<file path="config.mk">
export PLATFORM = sky130hd
export DESIGN_NAME = stpr_glyph
export DESIGN_NICKNAME = d
export VERILOG_FILES = /design/src/rtl/stpr_pkg.sv /design/src/rtl/stpr_glyph.sv
export SDC_FILE = /design/constraint.sdc
export NUM_CORES = 1
export LEC_CHECK = 0
export ABC_AREA = 1
export BUFFER_PORTS_ARGS = -buffer_cell sky130_fd_sc_hd__buf_2
export CORE_AREA = 5 5 83 85
export DETAILED_ROUTE_END_ITERATION = 8
export DIE_AREA = 0 0 88 90
export GPL_ROUTABILITY_DRIVEN = 0
export PLACE_DENSITY = 0.77
export RECOVER_POWER = 100
export SLEW_MARGIN = 20
export SYNTH_ARGS = -nofsm -noshare
export SYNTH_HDL_FRONTEND = slang
export SYNTH_SLANG_ARGS = --single-unit
export TNS_END_PERCENT = 50
</file>
<file path="constraint.sdc">
create_clock -name vclk -period 7.16
set_input_delay 0.716 -clock vclk [all_inputs]
set_output_delay 0.716 -clock vclk [all_outputs]
set_load 0.01 [all_outputs]
</file>
<file path="src/rtl/stpr_pkg.sv">
`timescale 1ns / 1ps

package stpr_pkg;

  // Text line storage.
  localparam int MAX_CHARS  = 512;
  localparam int ADDR_W     = $clog2(MAX_CHARS);
  localparam int LEN_W      = $clog2(MAX_CHARS + 1);
  localparam int OFS_W      = 13;

  // Register and field widths.
  localparam int STEP_W     = 4;
  localparam int WLEFT_W    = 7;
  localparam int WRIGHT_W   = 8;
  localparam int CFG_IDX_W  = 2;
  localparam int CFG_DATA_W = 8;
  localparam int CIDX_W     = 9;
  localparam int PAGE_W     = 3;
  localparam int COL_W      = 7;

  // Glyph geometry at double scale.
  localparam int GLYPH_W    = 10;
  localparam int GLYPH_H    = 14;
  localparam int GLYPH_TOP  = 25;
  localparam int NUM_GLYPHS = 42;

  // Reciprocal of three with 13 fraction bits; exact for the column range.
  localparam logic [23:0] RECIP3 = 24'd2731;

  // Register reset values.
  localparam logic [STEP_W-1:0]   STEP_RST   = 4'd4;
  localparam logic [WLEFT_W-1:0]  WLEFT_RST  = 7'd68;
  localparam logic [WRIGHT_W-1:0] WRIGHT_RST = 8'd126;

  typedef enum logic [1:0] {
    CMD_LOAD = 2'd0,
    CMD_READ = 2'd1,
    CMD_TICK = 2'd2,
    CMD_NOP  = 2'd3
  } cmd_e;

  typedef enum logic [CFG_IDX_W-1:0] {
    CFG_STEP   = 2'd0,
    CFG_WLEFT  = 2'd1,
    CFG_WRIGHT = 2'd2
  } cfg_e;

  // Special glyph slots.
  localparam logic [5:0] G_DIGIT0 = 6'd26;
  localparam logic [5:0] G_SPACE  = 6'd36;
  localparam logic [5:0] G_DOT    = 6'd37;
  localparam logic [5:0] G_BANG   = 6'd38;
  localparam logic [5:0] G_COLON  = 6'd39;
  localparam logic [5:0] G_DASH   = 6'd40;
  localparam logic [5:0] G_QUEST  = 6'd41;

  typedef struct packed {
    logic [1:0]        cmd;
    logic [CIDX_W-1:0] char_index;
    logic [7:0]        char_code;
    logic              last_char;
    logic [PAGE_W-1:0] page;
    logic [COL_W-1:0]  column;
  } item_t;

  typedef struct packed {
    logic              we;
    logic [ADDR_W-1:0] waddr;
    logic [7:0]        wdata;
    logic [ADDR_W-1:0] raddr;
  } mem_req_t;

  typedef struct packed {
    logic              draw;
    logic [2:0]        scol;
    logic [PAGE_W-1:0] page;
  } fetch_t;

  typedef struct packed {
    logic [OFS_W-1:0] ofs;
    logic [LEN_W-1:0] len;
  } status_t;

  // Font rows, top row in the high bits; bit 4 of a row is the leftmost pixel.
  localparam logic [34:0] FONT [NUM_GLYPHS] = '{
    {5'h00, 5'h0E, 5'h01, 5'h0F, 5'h11, 5'h0F, 5'h00},
    {5'h10, 5'h10, 5'h1E, 5'h11, 5'h11, 5'h1E, 5'h00},
    {5'h00, 5'h00, 5'h0E, 5'h10, 5'h10, 5'h0E, 5'h00},
    {5'h01, 5'h01, 5'h0F, 5'h11, 5'h11, 5'h0F, 5'h00},
    {5'h00, 5'h0E, 5'h11, 5'h1F, 5'h10, 5'h0E, 5'h00},
    {5'h06, 5'h09, 5'h08, 5'h1C, 5'h08, 5'h08, 5'h00},
    {5'h00, 5'h0F, 5'h11, 5'h0F, 5'h01, 5'h0E, 5'h00},
    {5'h10, 5'h10, 5'h1E, 5'h11, 5'h11, 5'h11, 5'h00},
    {5'h04, 5'h00, 5'h0C, 5'h04, 5'h04, 5'h0E, 5'h00},
    {5'h02, 5'h00, 5'h06, 5'h02, 5'h12, 5'h0C, 5'h00},
    {5'h10, 5'h10, 5'h12, 5'h1C, 5'h12, 5'h11, 5'h00},
    {5'h0C, 5'h04, 5'h04, 5'h04, 5'h04, 5'h0E, 5'h00},
    {5'h00, 5'h00, 5'h1A, 5'h15, 5'h15, 5'h15, 5'h00},
    {5'h00, 5'h00, 5'h1E, 5'h11, 5'h11, 5'h11, 5'h00},
    {5'h00, 5'h00, 5'h0E, 5'h11, 5'h11, 5'h0E, 5'h00},
    {5'h00, 5'h00, 5'h1E, 5'h11, 5'h1E, 5'h10, 5'h10},
    {5'h00, 5'h00, 5'h0F, 5'h11, 5'h0F, 5'h01, 5'h01},
    {5'h00, 5'h00, 5'h16, 5'h19, 5'h10, 5'h10, 5'h00},
    {5'h00, 5'h00, 5'h0F, 5'h10, 5'h0E, 5'h1E, 5'h00},
    {5'h08, 5'h08, 5'h1C, 5'h08, 5'h09, 5'h06, 5'h00},
    {5'h00, 5'h00, 5'h11, 5'h11, 5'h11, 5'h0F, 5'h00},
    {5'h00, 5'h00, 5'h11, 5'h11, 5'h0A, 5'h04, 5'h00},
    {5'h00, 5'h00, 5'h11, 5'h15, 5'h15, 5'h0A, 5'h00},
    {5'h00, 5'h00, 5'h11, 5'h0A, 5'h04, 5'h0A, 5'h11},
    {5'h00, 5'h00, 5'h11, 5'h0F, 5'h01, 5'h0E, 5'h00},
    {5'h00, 5'h00, 5'h1F, 5'h02, 5'h04, 5'h1F, 5'h00},
    {5'h0E, 5'h11, 5'h13, 5'h15, 5'h19, 5'h11, 5'h0E},
    {5'h04, 5'h0C, 5'h04, 5'h04, 5'h04, 5'h04, 5'h0E},
    {5'h0E, 5'h11, 5'h01, 5'h02, 5'h04, 5'h08, 5'h1F},
    {5'h1E, 5'h01, 5'h01, 5'h0E, 5'h01, 5'h01, 5'h1E},
    {5'h02, 5'h06, 5'h0A, 5'h12, 5'h1F, 5'h02, 5'h02},
    {5'h1F, 5'h10, 5'h10, 5'h1E, 5'h01, 5'h01, 5'h1E},
    {5'h06, 5'h08, 5'h10, 5'h1E, 5'h11, 5'h11, 5'h0E},
    {5'h1F, 5'h01, 5'h02, 5'h04, 5'h08, 5'h08, 5'h08},
    {5'h0E, 5'h11, 5'h11, 5'h0E, 5'h11, 5'h11, 5'h0E},
    {5'h0E, 5'h11, 5'h11, 5'h0F, 5'h01, 5'h02, 5'h0C},
    {5'h00, 5'h00, 5'h00, 5'h00, 5'h00, 5'h00, 5'h00},
    {5'h00, 5'h00, 5'h00, 5'h00, 5'h00, 5'h06, 5'h06},
    {5'h04, 5'h04, 5'h04, 5'h04, 5'h04, 5'h00, 5'h04},
    {5'h00, 5'h06, 5'h06, 5'h00, 5'h06, 5'h06, 5'h00},
    {5'h00, 5'h00, 5'h00, 5'h1F, 5'h00, 5'h00, 5'h00},
    {5'h0E, 5'h11, 5'h02, 5'h04, 5'h04, 5'h00, 5'h04}
  };

  // Map a character code to its font slot; upper case folds to lower case.
  function automatic logic [5:0] glyph_slot(input logic [7:0] code);
    logic [7:0] c;
    logic [5:0] slot;
    c = code;
    if (c >= 8'h41 && c <= 8'h5A) begin
      c = c + 8'h20;
    end
    if (c >= 8'h61 && c <= 8'h7A) begin
      slot = 6'(c - 8'h61);
    end else if (c >= 8'h30 && c <= 8'h39) begin
      slot = G_DIGIT0 + 6'(c - 8'h30);
    end else if (c == 8'h20) begin
      slot = G_SPACE;
    end else if (c == 8'h2E) begin
      slot = G_DOT;
    end else if (c == 8'h21) begin
      slot = G_BANG;
    end else if (c == 8'h3A) begin
      slot = G_COLON;
    end else if (c == 8'h2D) begin
      slot = G_DASH;
    end else begin
      slot = G_QUEST;
    end
    return slot;
  endfunction

endpackage

</file>
<file path="src/rtl/stpr_glyph.sv">
`timescale 1ns / 1ps

// Font lookup: one glyph column, spread over the eight rows of a page.
module stpr_glyph (
  input  stpr_pkg::fetch_t fetch_i,
  input  logic [7:0]       code_i,
  output logic [7:0]       pixel_o
);

  logic [5:0]  slot;
  logic [34:0] rows;
  logic [6:0]  col_bits;

  assign slot = stpr_pkg::glyph_slot(code_i);
  assign rows = stpr_pkg::FONT[slot];

  // One bit of each font row at the selected glyph column.
  always_comb begin
    for (int r = 0; r < 7; r++) begin
      col_bits[r] = rows[(6 - r) * 5 + 4 - int'(fetch_i.scol)];
    end
  end

  // Each font row covers two frame rows starting at the glyph top.
  always_comb begin
    logic [5:0] y;
    logic [5:0] dy;
    for (int n = 0; n < 8; n++) begin
      y  = {fetch_i.page, 3'(n)};
      dy = y - 6'(stpr_pkg::GLYPH_TOP);
      pixel_o[n] = fetch_i.draw &&
                   (y >= 6'(stpr_pkg::GLYPH_TOP)) &&
                   (y < 6'(stpr_pkg::GLYPH_TOP + stpr_pkg::GLYPH_H)) &&
                   col_bits[dy[3:1]];
    end
  end

endmodule
</file>
; ---- Word-level counts from Yosys, hierarchy flattened
; Memories as Yosys holds them, arrays and structs flattened.
; Index checks and enable logic that the tools add are counted.
[word_totals]
register_bits = 0
mem_bits_ro = 2240
inputBits = 15
wordCells = 138
mem_count = 1
[memory_table]
columns = memory, words, word_bits, rd, rd_ports_with_merged_regs, write_ports, line
row1 = (no name shown), 64, 35, 1, 0, 0, stpr_glyph.sv:15  ; assign rows = stpr_pkg::FONT[slot];
[op_classes]
add_sub_neg = 19
n_lt_le_gt_ge = 38
eq_ne = 5
mux = 47
bitwise_logic = 1
reduce_logical = 27
[op_table]
columns = cell, count
row1 = 2-to-1 mux 35 bit, 2
row2 = ">= comparator 6 x 5 -> 1 bit, second input constant", 8
row3 = "less-than comparator 6 bit, second input constant", 8
row4 = binary-select mux 1 bit (select 6 bit), 7
row5 = "equality test 8 x 6 -> 1 bit, second input constant", 5
row6 = "less-than comparator 3 x 4 -> 1 bit, second input constant", 8
row7 = "subtractor 4 bit, second input constant", 8
row8 = logical AND 1 bit, 27
row9 = binary-select mux 1 bit (select 3 bit), 8
row10 = "less-than comparator 6 x 8 -> 1 bit, second input constant", 3
row11 = 2-to-1 mux 1 bit, 23
row12 = "subtractor 5 x 3 -> 6 bit, first input constant", 3
row13 = ">= comparator 8 x 7 -> 1 bit, second input constant", 2
row14 = "less-or-equal comparator 8 x 7 -> 1 bit, second input constant", 2
row15 = "less-than comparator 5 x 8 -> 1 bit, second input constant", 2
row16 = 2-to-1 mux 4 bit, 4
row17 = 2-to-1 mux 6 bit, 2
row18 = "subtractor 6 bit, second input constant", 2
row19 = "subtractor 4 x 3 -> 5 bit, first input constant", 2
row20 = "adder 8 x 6 -> 8 bit, second input constant", 1
row21 = ">= comparator 8 x 6 -> 1 bit, second input constant", 1
row22 = "less-or-equal comparator 8 x 6 -> 1 bit, second input constant", 1
row23 = "less-than comparator 4 x 8 -> 1 bit, second input constant", 1
row24 = "less-than comparator 7 x 8 -> 1 bit, second input constant", 1
row25 = other kinds (6), 6

; ---- Depth between registers and ports, before layout
[logic_depth]
ltp_word = 21
mapped_depth = 31

; ---- Worst setup path before layout
; OpenSTA, ideal clock, no wires.
[synth_path]
path_type = input port to output port
startpoint = input code_i[0]
endpoint = output pixel_o[6]
arrival_ns = 4.017
path_slack_ns = 2.427
path_stages = 28
path_buffers = 1
cell_sequence = inv_1 ha_1 nand3_1 nand2_2 nand4_1 nand2_4 nand2_4 nor2_8 nand2_2 nand3_1 nand3_1 nand2_2 inv_1 ha_1 inv_1 nand2_1 nand2_1 nand2_1 nand2_1 nand3_1 o21ai_0 nor2_1 nor2_1 nor2_1 nand2_1 nand2_1 a21oi_1 buf_4
[synth_via]
elab_chain_cells = 21
word_cells_on_any_way = 54
[synth_lines]
columns = element, line
row1 = start: declaration, stpr_glyph.sv:6  ; input logic [7:0] code_i,
row2 = >= comparator 8 x 7 -> 1 bit or less-or-equal comparator 8 x 7 -> 1 bit (tied branches), stpr_pkg.sv:135  ; if (c >= 8'h41 && c <= 8'h5A) begin
row3 = logical AND 1 bit, stpr_pkg.sv:135
row4 = 2-to-1 mux 8 bit (*), stpr_pkg.sv:135
row5 = "parallel branches: the longest is 7 deep, another holds subtractor 6 bit", -
row6 = 2-to-1 mux 6 bit (*), stpr_pkg.sv:138  ; if (c >= 8'h61 && c <= 8'h7A) begin
row7 = NOT 6 -> 7 bit (not written as such) (*), stpr_glyph.sv:15
row8 = memory read (64 x 35 bit) (*), -
row9 = 2-to-1 mux 35 bit (not written as such) (*) (2 in a row), stpr_glyph.sv:15
row10 = binary-select mux 1 bit (select 6 bit), stpr_glyph.sv:20  ; col_bits[r] = rows[(6 - r) * 5 + 4 - int'(fetch_i.scol)];
row11 = 2-to-1 mux 1 bit (not written as such) (2 in a row), stpr_glyph.sv:20
row12 = binary-select mux 1 bit (select 3 bit) (*), stpr_glyph.sv:34  ; col_bits[dy[3:1]];
row13 = 2-to-1 mux 1 bit (not written as such) (*), stpr_glyph.sv:34
row14 = logical AND 1 bit (*), stpr_glyph.sv:33  ; (y < 6'(stpr_pkg::GLYPH_TOP + stpr_pkg::GLYPH_H)) &&
row15 = end: declaration, stpr_glyph.sv:7  ; output logic [7:0] pixel_o
; Every way passes the cells marked *. The select of a mux whose other input is x is not followed.

; ---- Worst setup path in the final report
[layout_path]
startpoint = input code_i[0]
endpoint = output pixel_o[4]
; Same word-level chain as after synthesis.

==> results.ini <==
[status]
status = finished, final reports clean

[clock_tree]
cts_resized = 0
hold_buffers = 0
cts_setup_buffers = 0

[worst_setup_path]
worst-path-max-fanout = 47
critPathLaunchType = input port
end_kind = output port
crit_arrival_ns = 5.55
cp.required_ns = 6.44
crit_type = input port to output port

[logic_synthesis]
synth_nets = 720
synth_xor_area_share_pct = 1.49
synth.top_cells.by_count = nand2_1 (216), nand3_1 (152), inv_1 (56)
ys_warn_count = 0
yosysMostFrequentCell = nand2_1
synth_cell_types = 40
ys_top_cells_by_area = nand2_1 (23%), nand3_1 (22%), ha_1 (9.6%), inv_1 (6.0%), nor2_1 (4.6%)
syn-cell-area_sq_um = 3530
postSynthCellCount = 678
synth_top_area_cell = nand2_1
synth_adder_area_share_pct = 9.57
synth_simple_gate_area_share_pct = 65.6
synth_compound_area_share_pct = 10.1
synth_top_family_by_area = simple AND/OR/NAND/NOR gates
synthMuxAreaShare_pct = 0
ys_seq_area_share_pct = 0
avgSynthCellArea_sq_um = 5.21
synth.top_cell.area_share_pct = 23.0

[min_path]
hold_depth = 5
min_path_type = input port to output port

[die]
initial_utilization_pct = 57.6
dieHeight_um = 90
dieArea_sq_um = 7920
fp.dieW_um = 88
num_io_pins = 23
placementRows = 29
core_sq_um = 6130

[drt]
routed-wl-met3_um = 1980
drt-total-wl_um = 12400
dr.pass1.iters = 9
wl_per_cell_um = 16.6
via_count = 4791
top_layer = met4
drt_iter0_markers = 1052
wl_met2_um = 5070
met1Wirelength_um = 4890
final_antenna_net_count = 0
drt-vias-per-instance = 6.41
drc = 0

[timing]
setup_viol = 0
drv_slew = 0
tightest_slew_ns = 1.05
finalSetupTns_ns = 0
slew_headroom_pct = 29.7
hold_viol = 0
period_needed_ns = 6.26
rsz0062_at_grt = no
maxClockFrequency_mhz = 160
finalCritPeriodShare_pct = 87.5

[cells_and_area]
seq_cell_count = 0
fin_nets = 715
fillers = 621
drive_gt1_share_pct = 13.1
seq_area_sq_um = 0
diodes = 0
final.clkbuf_count = 0
area.growth.synth_to_final_pct = 0.177

[grt]
track_usage_pct = 31.3
overflow = 0
grt_pass1_wl_um = 20700
grt_pass1_vias = 4349
antenna_found_initial = 0
grt_max_degree = 48

[power_and_ir_drop]
vdd_ir_drop_max_v = 0.0000371
powerDensity_nw_per_um2 = 70.8
leakage_nw = 1.90
total_power_mw = 0.250

[place]
hpwl_um = 9660
numPortBuffers = 23

[flow_run]
cap_violations = 0

## cells in the final DEF (no fill, tap or decap), types with 11 or more instances in the layout
cell | netlist | layout
nand4_1 | 21 | 21
nand2_1 | 216 | 216
nand3_1 | 152 | 152
buf_2 | 7 | 23
nor2_1 | 43 | 43
inv_2 | 12 | 11
nand2_2 | 17 | 17
ha_1 | 27 | 27
a21oi_1 | 26 | 26
inv_1 | 56 | 57
o21ai_0 | 11 | 12
## cell type report
class / instances / area [sq um] / share of cell area (%)
Multi-Input combinational cell: 578 / 3060 / 86.6
Inverter: 70 / 263 / 7.43
Tap cell: 77 / 96.3 / 2.72
Timing Repair Buffer: 23 / 115 / 3.25
## critical path, cell delays in order
cell,delay [ns]
buf_2,0.12
inv_1,0.15
ha_1,0.20
nand3_1,0.14
nand2_2,0.14
nand4_1,0.22
nand2_4,0.19
nand3_2,0.08
nand2_2,0.13
nand2_2,0.10
nand2_4,0.11
nand3_2,0.08
nand2_2,0.67
inv_1,0.75
nand2_1,0.37
inv_2,0.07
nand2_1,0.13
nand2_1,0.07
nand2_1,0.07
nand3_1,0.17
nor2_1,0.13
o21ai_1,0.08
nand2_1,0.07
nand2_1,0.05
nor2_1,0.12
nor2_1,0.05
nor2_1,0.16
buf_2,0.17
## kinds of logic after synthesis
family,after synthesis
and+or+nand+nor,484
buffers and inverters,100
AOI/OAI and AO/OA,61
adders and majority gates,27
xor gates and xnor gates,6
## path summary, 6_finish.rpt
check                   from         end  slack [ns]
setup / recovery   code_i[0]  pixel_o[4]        0.90
hold / removal    fetch_i[2]  pixel_o[7]        1.81
## per-layer routing
| metal | vias up | global-route usage (%) |
|---|---|---|
| met3 | 87 | 7.86 |
| met1 | 2054 | 45.6 |
| met4 | 0 | 9.34 |
| met2 | 428 | 44.4 |
| li1 | 2222 | - |
| met5 | - | 0 |
## power by group
part	switching, mW	internal, mW
Combinational	0.178	0.0721
Sequential	0	0
Clock	0	0
## per-stage QoR
step / utilization, % / setup slack, ns / hold slack [ns] / instances / area (sq um)
after detailed placement: 57.7 / 1.47 / 1.80 / 748 / 3540
final: 57.7 / 0.896 / 1.81 / 748 / 3540
after global routing: 57.7 / 0.432 / 1.83 / 748 / 3540
after floorplan: - / 2.43 / 1.53 / 678 / 3530
after CTS: 57.7 / 1.47 / 1.81 / 748 / 3540
after global placement: 57.7 / 1.62 / 1.79 / 748 / 3540
Power figures use the tool's default switching activity.
