File: config.mk
export PLATFORM = sky130hd
export DESIGN_NAME = stpr_state
export DESIGN_NICKNAME = d
export VERILOG_FILES = /design/src/rtl/stpr_pkg.sv /design/src/rtl/stpr_state.sv
export SDC_FILE = /design/constraint.sdc
export NUM_CORES = 1
export LEC_CHECK = 0
export ABC_AREA = 0
export BUFFER_PORTS_ARGS = -buffer_cell sky130_fd_sc_hd__buf_2
export CAP_MARGIN = 10
export CORE_MARGIN = 4
export CORE_UTILIZATION = 57
export CTS_BUF_LIST = sky130_fd_sc_hd__clkbuf_8
export DETAILED_ROUTE_END_ITERATION = 8
export GPL_TIMING_DRIVEN = 0
export MAX_ROUTING_LAYER = met4
export PLACE_DENSITY = 0.79
export SLEW_MARGIN = 20
export SYNTH_ARGS = -nofsm -noshare
export SYNTH_HDL_FRONTEND = slang
export SYNTH_SLANG_ARGS = --single-unit
File: constraint.sdc
create_clock -name clk_i -period 16.5 [get_ports clk_i]
set_clock_uncertainty 0.15 [all_clocks]
set_input_delay 3.3 -clock clk_i [delete_from_list [all_inputs] [get_ports clk_i]]
set_output_delay 3.3 -clock clk_i [all_outputs]
set_load 0.1 [all_outputs]
File: src/rtl/stpr_pkg.sv
`timescale 1ns / 1ps

package stpr_pkg;

  // Text line storage.
  localparam int MAX_CHARS  = 512;
  localparam int ADDR_W     = $clog2(MAX_CHARS);
  localparam int LEN_W      = $clog2(MAX_CHARS + 1);
  localparam int OFS_W      = 13;

  // Register and field widths.
  localparam int STEP_W     = 4;
  localparam int WLEFT_W    = 7;
  localparam int WRIGHT_W   = 8;
  localparam int CFG_IDX_W  = 2;
  localparam int CFG_DATA_W = 8;
  localparam int CIDX_W     = 9;
  localparam int PAGE_W     = 3;
  localparam int COL_W      = 7;

  // Glyph geometry at double scale.
  localparam int GLYPH_W    = 10;
  localparam int GLYPH_H    = 14;
  localparam int GLYPH_TOP  = 25;
  localparam int NUM_GLYPHS = 42;

  // Reciprocal of three with 13 fraction bits; exact for the column range.
  localparam logic [23:0] RECIP3 = 24'd2731;

  // Register reset values.
  localparam logic [STEP_W-1:0]   STEP_RST   = 4'd4;
  localparam logic [WLEFT_W-1:0]  WLEFT_RST  = 7'd68;
  localparam logic [WRIGHT_W-1:0] WRIGHT_RST = 8'd126;

  typedef enum logic [1:0] {
    CMD_LOAD = 2'd0,
    CMD_READ = 2'd1,
    CMD_TICK = 2'd2,
    CMD_NOP  = 2'd3
  } cmd_e;

  typedef enum logic [CFG_IDX_W-1:0] {
    CFG_STEP   = 2'd0,
    CFG_WLEFT  = 2'd1,
    CFG_WRIGHT = 2'd2
  } cfg_e;

  // Special glyph slots.
  localparam logic [5:0] G_DIGIT0 = 6'd26;
  localparam logic [5:0] G_SPACE  = 6'd36;
  localparam logic [5:0] G_DOT    = 6'd37;
  localparam logic [5:0] G_BANG   = 6'd38;
  localparam logic [5:0] G_COLON  = 6'd39;
  localparam logic [5:0] G_DASH   = 6'd40;
  localparam logic [5:0] G_QUEST  = 6'd41;

  typedef struct packed {
    logic [1:0]        cmd;
    logic [CIDX_W-1:0] char_index;
    logic [7:0]        char_code;
    logic              last_char;
    logic [PAGE_W-1:0] page;
    logic [COL_W-1:0]  column;
  } item_t;

  typedef struct packed {
    logic              we;
    logic [ADDR_W-1:0] waddr;
    logic [7:0]        wdata;
    logic [ADDR_W-1:0] raddr;
  } mem_req_t;

  typedef struct packed {
    logic              draw;
    logic [2:0]        scol;
    logic [PAGE_W-1:0] page;
  } fetch_t;

  typedef struct packed {
    logic [OFS_W-1:0] ofs;
    logic [LEN_W-1:0] len;
  } status_t;

  // Font rows, top row in the high bits; bit 4 of a row is the leftmost pixel.
  localparam logic [34:0] FONT [NUM_GLYPHS] = '{
    {5'h00, 5'h0E, 5'h01, 5'h0F, 5'h11, 5'h0F, 5'h00},
    {5'h10, 5'h10, 5'h1E, 5'h11, 5'h11, 5'h1E, 5'h00},
    {5'h00, 5'h00, 5'h0E, 5'h10, 5'h10, 5'h0E, 5'h00},
    {5'h01, 5'h01, 5'h0F, 5'h11, 5'h11, 5'h0F, 5'h00},
    {5'h00, 5'h0E, 5'h11, 5'h1F, 5'h10, 5'h0E, 5'h00},
    {5'h06, 5'h09, 5'h08, 5'h1C, 5'h08, 5'h08, 5'h00},
    {5'h00, 5'h0F, 5'h11, 5'h0F, 5'h01, 5'h0E, 5'h00},
    {5'h10, 5'h10, 5'h1E, 5'h11, 5'h11, 5'h11, 5'h00},
    {5'h04, 5'h00, 5'h0C, 5'h04, 5'h04, 5'h0E, 5'h00},
    {5'h02, 5'h00, 5'h06, 5'h02, 5'h12, 5'h0C, 5'h00},
    {5'h10, 5'h10, 5'h12, 5'h1C, 5'h12, 5'h11, 5'h00},
    {5'h0C, 5'h04, 5'h04, 5'h04, 5'h04, 5'h0E, 5'h00},
    {5'h00, 5'h00, 5'h1A, 5'h15, 5'h15, 5'h15, 5'h00},
    {5'h00, 5'h00, 5'h1E, 5'h11, 5'h11, 5'h11, 5'h00},
    {5'h00, 5'h00, 5'h0E, 5'h11, 5'h11, 5'h0E, 5'h00},
    {5'h00, 5'h00, 5'h1E, 5'h11, 5'h1E, 5'h10, 5'h10},
    {5'h00, 5'h00, 5'h0F, 5'h11, 5'h0F, 5'h01, 5'h01},
    {5'h00, 5'h00, 5'h16, 5'h19, 5'h10, 5'h10, 5'h00},
    {5'h00, 5'h00, 5'h0F, 5'h10, 5'h0E, 5'h1E, 5'h00},
    {5'h08, 5'h08, 5'h1C, 5'h08, 5'h09, 5'h06, 5'h00},
    {5'h00, 5'h00, 5'h11, 5'h11, 5'h11, 5'h0F, 5'h00},
    {5'h00, 5'h00, 5'h11, 5'h11, 5'h0A, 5'h04, 5'h00},
    {5'h00, 5'h00, 5'h11, 5'h15, 5'h15, 5'h0A, 5'h00},
    {5'h00, 5'h00, 5'h11, 5'h0A, 5'h04, 5'h0A, 5'h11},
    {5'h00, 5'h00, 5'h11, 5'h0F, 5'h01, 5'h0E, 5'h00},
    {5'h00, 5'h00, 5'h1F, 5'h02, 5'h04, 5'h1F, 5'h00},
    {5'h0E, 5'h11, 5'h13, 5'h15, 5'h19, 5'h11, 5'h0E},
    {5'h04, 5'h0C, 5'h04, 5'h04, 5'h04, 5'h04, 5'h0E},
    {5'h0E, 5'h11, 5'h01, 5'h02, 5'h04, 5'h08, 5'h1F},
    {5'h1E, 5'h01, 5'h01, 5'h0E, 5'h01, 5'h01, 5'h1E},
    {5'h02, 5'h06, 5'h0A, 5'h12, 5'h1F, 5'h02, 5'h02},
    {5'h1F, 5'h10, 5'h10, 5'h1E, 5'h01, 5'h01, 5'h1E},
    {5'h06, 5'h08, 5'h10, 5'h1E, 5'h11, 5'h11, 5'h0E},
    {5'h1F, 5'h01, 5'h02, 5'h04, 5'h08, 5'h08, 5'h08},
    {5'h0E, 5'h11, 5'h11, 5'h0E, 5'h11, 5'h11, 5'h0E},
    {5'h0E, 5'h11, 5'h11, 5'h0F, 5'h01, 5'h02, 5'h0C},
    {5'h00, 5'h00, 5'h00, 5'h00, 5'h00, 5'h00, 5'h00},
    {5'h00, 5'h00, 5'h00, 5'h00, 5'h00, 5'h06, 5'h06},
    {5'h04, 5'h04, 5'h04, 5'h04, 5'h04, 5'h00, 5'h04},
    {5'h00, 5'h06, 5'h06, 5'h00, 5'h06, 5'h06, 5'h00},
    {5'h00, 5'h00, 5'h00, 5'h1F, 5'h00, 5'h00, 5'h00},
    {5'h0E, 5'h11, 5'h02, 5'h04, 5'h04, 5'h00, 5'h04}
  };

  // Map a character code to its font slot; upper case folds to lower case.
  function automatic logic [5:0] glyph_slot(input logic [7:0] code);
    logic [7:0] c;
    logic [5:0] slot;
    c = code;
    if (c >= 8'h41 && c <= 8'h5A) begin
      c = c + 8'h20;
    end
    if (c >= 8'h61 && c <= 8'h7A) begin
      slot = 6'(c - 8'h61);
    end else if (c >= 8'h30 && c <= 8'h39) begin
      slot = G_DIGIT0 + 6'(c - 8'h30);
    end else if (c == 8'h20) begin
      slot = G_SPACE;
    end else if (c == 8'h2E) begin
      slot = G_DOT;
    end else if (c == 8'h21) begin
      slot = G_BANG;
    end else if (c == 8'h3A) begin
      slot = G_COLON;
    end else if (c == 8'h2D) begin
      slot = G_DASH;
    end else begin
      slot = G_QUEST;
    end
    return slot;
  endfunction

endpackage

File: src/rtl/stpr_state.sv
`timescale 1ns / 1ps

// Configuration registers, line length and scroll offset, and the column
// decode that turns a frame byte request into a text store address.
module stpr_state (
  input  logic                                clk_i,
  input  logic                                rst_ni,
  input  logic                                cfg_we_i,
  input  logic [stpr_pkg::CFG_IDX_W-1:0]      cfg_idx_i,
  input  logic [stpr_pkg::CFG_DATA_W-1:0]     cfg_data_i,
  input  logic                                fire_i,
  input  stpr_pkg::item_t                     item_i,
  output stpr_pkg::mem_req_t                  mem_req_o,
  output stpr_pkg::fetch_t                    fetch_o,
  output stpr_pkg::status_t                   status_o
);

  logic [stpr_pkg::STEP_W-1:0]   step_q;
  logic [stpr_pkg::WLEFT_W-1:0]  wleft_q;
  logic [stpr_pkg::WRIGHT_W-1:0] wright_q;
  logic [stpr_pkg::OFS_W-1:0]    ofs_q, ofs_d;
  logic [stpr_pkg::LEN_W-1:0]    len_q, len_d;

  stpr_pkg::cmd_e                cmd;
  logic [7:0]                    win_w;
  logic [13:0]                   loop_len;
  logic [13:0]                   ofs_sum;
  logic                          load_ok;
  logic [7:0]                    load_code;

  logic [14:0]                   rel;
  logic [11:0]                   rel_q4;
  logic [23:0]                   prod;
  logic [9:0]                    idx;
  logic [13:0]                   idx_x12;
  logic [13:0]                   in_glyph_full;
  logic [3:0]                    in_glyph;
  logic                          in_window;

  // Configuration writes.
  always_ff @(posedge clk_i or negedge rst_ni) begin
    if (!rst_ni) begin
      step_q   <= stpr_pkg::STEP_RST;
      wleft_q  <= stpr_pkg::WLEFT_RST;
      wright_q <= stpr_pkg::WRIGHT_RST;
    end else if (cfg_we_i) begin
      unique case (stpr_pkg::cfg_e'(cfg_idx_i))
        stpr_pkg::CFG_STEP:   step_q   <= cfg_data_i[stpr_pkg::STEP_W-1:0];
        stpr_pkg::CFG_WLEFT:  wleft_q  <= cfg_data_i[stpr_pkg::WLEFT_W-1:0];
        stpr_pkg::CFG_WRIGHT: wright_q <= cfg_data_i[stpr_pkg::WRIGHT_W-1:0];
        default: ;
      endcase
    end
  end

  assign cmd = stpr_pkg::cmd_e'(item_i.cmd);

  // Window width and the full marquee loop: text width plus window width.
  assign win_w    = (wright_q > {1'b0, wleft_q}) ? (wright_q - {1'b0, wleft_q}) : '0;
  assign loop_len = {len_q, 3'b000} + {1'b0, len_q, 2'b00} + {6'b0, win_w};
  assign ofs_sum  = {1'b0, ofs_q} + {10'b0, step_q};

  // Loads store CR and LF as space.
  assign load_ok   = ({1'b0, item_i.char_index} < stpr_pkg::LEN_W'(stpr_pkg::MAX_CHARS));
  assign load_code = (item_i.char_code == 8'h0D || item_i.char_code == 8'h0A) ?
                     8'h20 : item_i.char_code;

  // Next line length and offset.
  always_comb begin
    len_d = len_q;
    ofs_d = ofs_q;
    case (cmd)
      stpr_pkg::CMD_LOAD: begin
        if (load_ok && item_i.last_char) begin
          len_d = {1'b0, item_i.char_index} + 1'b1;
          ofs_d = '0;
        end
      end
      stpr_pkg::CMD_TICK: begin
        if (len_q != '0) begin
          ofs_d = (ofs_sum >= loop_len) ? '0 : ofs_sum[stpr_pkg::OFS_W-1:0];
        end
      end
      default: ;
    endcase
  end

  always_ff @(posedge clk_i or negedge rst_ni) begin
    if (!rst_ni) begin
      ofs_q <= '0;
      len_q <= '0;
    end else if (fire_i) begin
      ofs_q <= ofs_d;
      len_q <= len_d;
    end
  end

  // Column decode: position in the line, then character and column in glyph.
  // Division by twelve is a shift by two and a multiply by a reciprocal of 3.
  assign rel           = {8'b0, item_i.column} + {2'b0, ofs_q} - {7'b0, wright_q};
  assign rel_q4        = rel[13:2];
  assign prod          = 24'(rel_q4) * stpr_pkg::RECIP3;
  assign idx           = prod[22:13];
  assign idx_x12       = {1'b0, idx, 3'b000} + {2'b0, idx, 2'b00};
  assign in_glyph_full = rel[13:0] - idx_x12;
  assign in_glyph      = in_glyph_full[3:0];
  assign in_window     = (item_i.column >= wleft_q) && ({1'b0, item_i.column} < wright_q);

  assign fetch_o.draw = (cmd == stpr_pkg::CMD_READ) && in_window && !rel[14] &&
                        (in_glyph < 4'(stpr_pkg::GLYPH_W)) &&
                        (idx < len_q);
  assign fetch_o.scol = in_glyph[3:1];
  assign fetch_o.page = item_i.page;

  assign mem_req_o.we    = fire_i && (cmd == stpr_pkg::CMD_LOAD) && load_ok;
  assign mem_req_o.waddr = item_i.char_index[stpr_pkg::ADDR_W-1:0];
  assign mem_req_o.wdata = load_code;
  assign mem_req_o.raddr = idx[stpr_pkg::ADDR_W-1:0];

  assign status_o.ofs = ofs_d;
  assign status_o.len = len_d;

  // An empty line never scrolls.
  a_empty_still: assert property (@(posedge clk_i) disable iff (!rst_ni)
    (len_q == '0) |-> (ofs_q == '0))
    else $error("scroll offset moved with an empty line");

endmodule

# Word-level counts from Yosys, hierarchy flattened
# Index checks and enable logic that the tools add are counted.
dict set report word_totals {
  regBits 42
  wordCells 49
}
dict set report classes {
  n_addsub 9
  multipliers 1
  order_cmp 6
  eq_ne 6
  muxes 8
  n_reduce_logical 14
}
# op n
set op_table {}
lappend op_table {{two-way mux 13 bit} 3}
lappend op_table {{one-hot mux 13 bit (2 select lines)} 1}
lappend op_table {{multiplier 12 x 12 -> 23 bit, second input constant} 1}
lappend op_table {{two-way mux 10 bit} 2}
lappend op_table {{== test 8 x 4 -> 1 bit, second input constant} 2}
lappend op_table {{two-way mux 8 bit} 2}
lappend op_table {{subtractor 14 x 8 -> 15 bit} 1}
lappend op_table {{adder 13 x 12 -> 14 bit} 1}
lappend op_table {{adder 13 x 4 -> 14 bit} 1}
lappend op_table {{adder 14 x 8 -> 14 bit} 1}
lappend op_table {{adder 7 x 13 -> 14 bit} 1}
lappend op_table {{>= comparator 14 bit} 1}
lappend op_table {{adder 9 x 1 -> 10 bit, second input constant} 1}
lappend op_table {{less-than comparator 10 bit} 1}
lappend op_table {{nonzero test 10 bit} 1}
lappend op_table {{greater-than comparator 8 x 7 -> 1 bit} 1}
lappend op_table {{less-than comparator 7 x 8 -> 1 bit} 1}
lappend op_table {{subtractor 8 x 7 -> 8 bit} 1}
lappend op_table {{>= comparator 7 bit} 1}
lappend op_table {{logical AND 1 bit} 6}
lappend op_table {{AND reduction 2 bit} 3}
lappend op_table {{adder 4 bit} 1}
lappend op_table {{== test 2 x 1 -> 1 bit, second input constant} 2}
lappend op_table {{== test 2 bit, second input constant} 2}
lappend op_table {{other kinds (5)} 6}

# Logic depth before layout (Yosys ltp)
dict set report depth {
  ltp_word 8
  mapped_depth 38
  ltp_nobuf 38
}

# Worst setup path after synthesis
# OpenSTA, ideal clock, no wires.
dict set report synth_timing {
  kind {input to output}
  start {input port item_i[1] (netlist bit)}
  end {output port fetch_o[6] (netlist bit)}
  t_arrival_ns 14.440
  path_slack_ns -1.390
  path_stages 34
  n_path_buf 0
  cell_sequence {inv_1 > fa_1 > inv_1 > fa_1 > a21o_2 > a21oi_1 > o21ai_1 > o41ai_2 > o21ai_1 > o21ai_1 > and2_1 > xor2_1 > ha_1 > ha_1 > inv_1 > fa_1 > inv_1 > fa_1 > inv_1 > fa_1 > inv_1 > ha_1 > a21o_1 > a21o_1 > a21o_1 > a22o_1 > a211oi_1 > ha_1 > a21o_1 > a21oi_1 > nor2_1 > o21bai_1 > o2111ai_1 > nor4_2}
}
# element line_no
set synth_lines {}
lappend synth_lines {{start, declared} stpr_state.sv:12} ;# input stpr_pkg::item_t item_i,
lappend synth_lines {{end, declared} stpr_state.sv:14} ;# output stpr_pkg::fetch_t fetch_o,

==> flow_summary.json <==
{
  "gp_congestion": 0.890,
  "fmax_ghz": 0.0628,
  "drive_gt1_share_pct": 16.9,
  "syn_area_per_cell_um2": 8.80,
  "async_flop_share_pct": 100,
  "ctsRootBufferMaster": "clkbuf_8",
  "cpMaxStageDelayCell": "fa_1",
  "layout_common_cells": "ha_1, inv_1, buf_2",
  "clkSlewWorstSetupHoldPaths_ns": 0.12,
  "cp_max_fo": 6,
  "clk_latency_ns": 0.33,
  "rsz0062_at_grt": "false",
  "netlist_area_mm2": 0.00777,
  "drt_wl_total_um": 18200,
  "crit_type": "primary input to primary output",
  "hpwlAfterDp_um": 15500,
  "synth-main-ff-cell": "dfrtp_1",
  "period_minus_slack_ns": 15.93,
  "grt_pass1_vias": 6334,
  "grt-ovfl-total": 0,
  "die_h_um": 125,
  "synth_top_area_cell": "ha_1",
  "synth_warnings": 0,
  "hold_path.class": "flip-flop to flip-flop",
  "finalHoldViolations": 0,
  "synthesis.nets": 1148,
  "relSlewSlack_pct": 43.8,
  "synth_top_cell_area_share_pct": 26.9,
  "postRouteAntennaNets": 0,
  "yosysSeqAreaShare_pct": 13.7,
  "setup_ws_ns": 0.570,
  "netlist_instances": 884,
  "stdcell_count": 1166,
  "dp_cells": 1157,
  "grt_max_degree": 43,
  "synth_area_leaders": "ha_1, fa_1, dfrtp_1, inv_1, xnor2_1",
  "core_mm2": 0.0133,
  "drc_errors": 0,
  "dp_slack_ns": 0.384,
  "antennaDiodeCount": 0,
  "die_x_um": 125,
  "crit_required_ns": 13.05,
  "fin_tns_setup_ns": 0,
  "clockBufferDepth": 2,
  "cpMostUsedCell": "inv_1",
  "dieArea_mm2": 0.0156,
  "clock-sinks": 42,
  "synth-edff-count": 0,
  "fin_nets": 1253,
  "rows": 42,
  "end_kind": "primary output",
  "vias": 6425,
  "syn_to_final_growth_pct": 11.3,
  "numPortBuffers": 97,
  "maxCapViolCount": 0,
  "initial_core_util_pct": 58.5,
  "cts_buffers": 5,
  "setup_viol": 0,
  "wire_per_inst_um": 15.6,
  "track_usage_pct": 24.1,
  "drtPass1Iterations": 4,
  "start_kind": "primary input",
  "vias_per_cell": 5.51,
  "fill_cells": 1115,
  "final_common_cell": "ha_1",
  "cts_max_level": 2,
  "critPathArrivalTime_ns": 12.48,
  "ios": 101,
  "slowest_delay_ns": 0.53,
  "yosysUniqueCellTypes": 64,
  "status": "complete, no violations",
  "antenna_found_initial": 0,
  "tightest_slew_ns": 0.837,
  "drt_iter0_drc": 338,
  "final.period_utilization_pct": 96.5,
  "grt_pass1_wl_um": 30500,
  "slew_viol_final": 0,
  "cts_tree": "built",
  "hold_buffers": 0,
  "ys_ff_latch": 42
}
synthesized netlist by cell type (10+ instances only):
master / count
xnor2_1: 44
inv_1: 161
a21o_1: 20
ha_1: 167
xor2_1: 14
nor3_1: 17
nand4_1: 10
fa_1: 53
nand3_1: 15
clkbuf_1: 14
nand2_1: 45
dfrtp_1: 33
buf_4: 12
a21oi_1: 50
nor2b_1: 11
o21ai_0: 37
o21bai_1: 11
nor2_1: 38
mux2_2: 19
per-layer routing:
metal / part of all wire, % / GRT usage (%)
met2: 49 / 39.9
met4: 1.2 / 5.09
met1: 46 / 32.1
met5: 0 / -
met3: 4.0 / 2.79
layout make-up:
class / count / area, um^2 / share of cell area [%]
sequential: 42 / 1060 / 12.3
timing repair buffer: 98 / 515 / 5.96
inverter: 161 / 604 / 6.98
tap: 176 / 220 / 2.55
buffer: 29 / 156 / 1.81
multi-input combinational: 652 / 6000 / 69.3
clock buffer: 5 / 68.8 / 0.795
clock inverter: 3 / 28.8 / 0.333
stage by stage:
step	hold slack, ns	area (um^2)	util, %
finish	0.370	8650	65.1
global route	0.395	8650	65.1
CTS	0.372	8610	64.8
detailed placement	0.347	8520	64.1
global placement	0.337	8520	64.1
floorplan	0.329	7810	-
timing repair:
item	4_1_cts	5_1_grt
setup buffers	0	0
setup endpoints to repair	0	1
gates resized for setup	0	2
state kept, by name, summed over array words and instances, names as in the netlist:
signal    cells
len_q        10
wleft_q       7
step_q        4
wright_q      8
ofs_q        13
worst max-delay path: cells and delay by family:
family / cells / cell delay, ns
buffers and inverters: 9 / 0.94
xor gates and xnor gates: 3 / 0.55
and+or+nand+nor: 7 / 1.24
AOI/OAI and AO/OA: 12 / 2.59
adders and majority gates: 9 / 3.85
worst paths after layout:
check | depth (start not counted) | startpoint | slack (ns) | end
max in group asynchronous | 2 | rst_ni | 12.84 | wleft_q[6]
min | 1 | wleft_q[4] | 0.37 | wleft_q[4]
min in group asynchronous | 1 | rst_ni | 2.78 | wright_q[0]
max | 40 | item_i[1] | 0.57 | fetch_o[6]
max reg2reg | 29 | wright_q[0] | 9.66 | ofs_q[3]
min reg2reg | 1 | wleft_q[4] | 0.37 | wleft_q[4]
cell families after synthesis:
family / Yosys count / share of synthesized area (%)
adder cells (fa/ha/maj): 220 / 40.5
multiplexers: 20 / 2.88
flip-flops: 42 / 13.7
AND/OR/NAND/NOR: 179 / 11.9
AO/OA/AOI/OAI: 174 / 14.5
XOR/XNOR: 59 / 6.74
buffers and inverters: 190 / 9.78
Power is left out: the tool's default activity adds up to more than one toggle a clock period on the data nets, which glitch-free logic cannot reach.
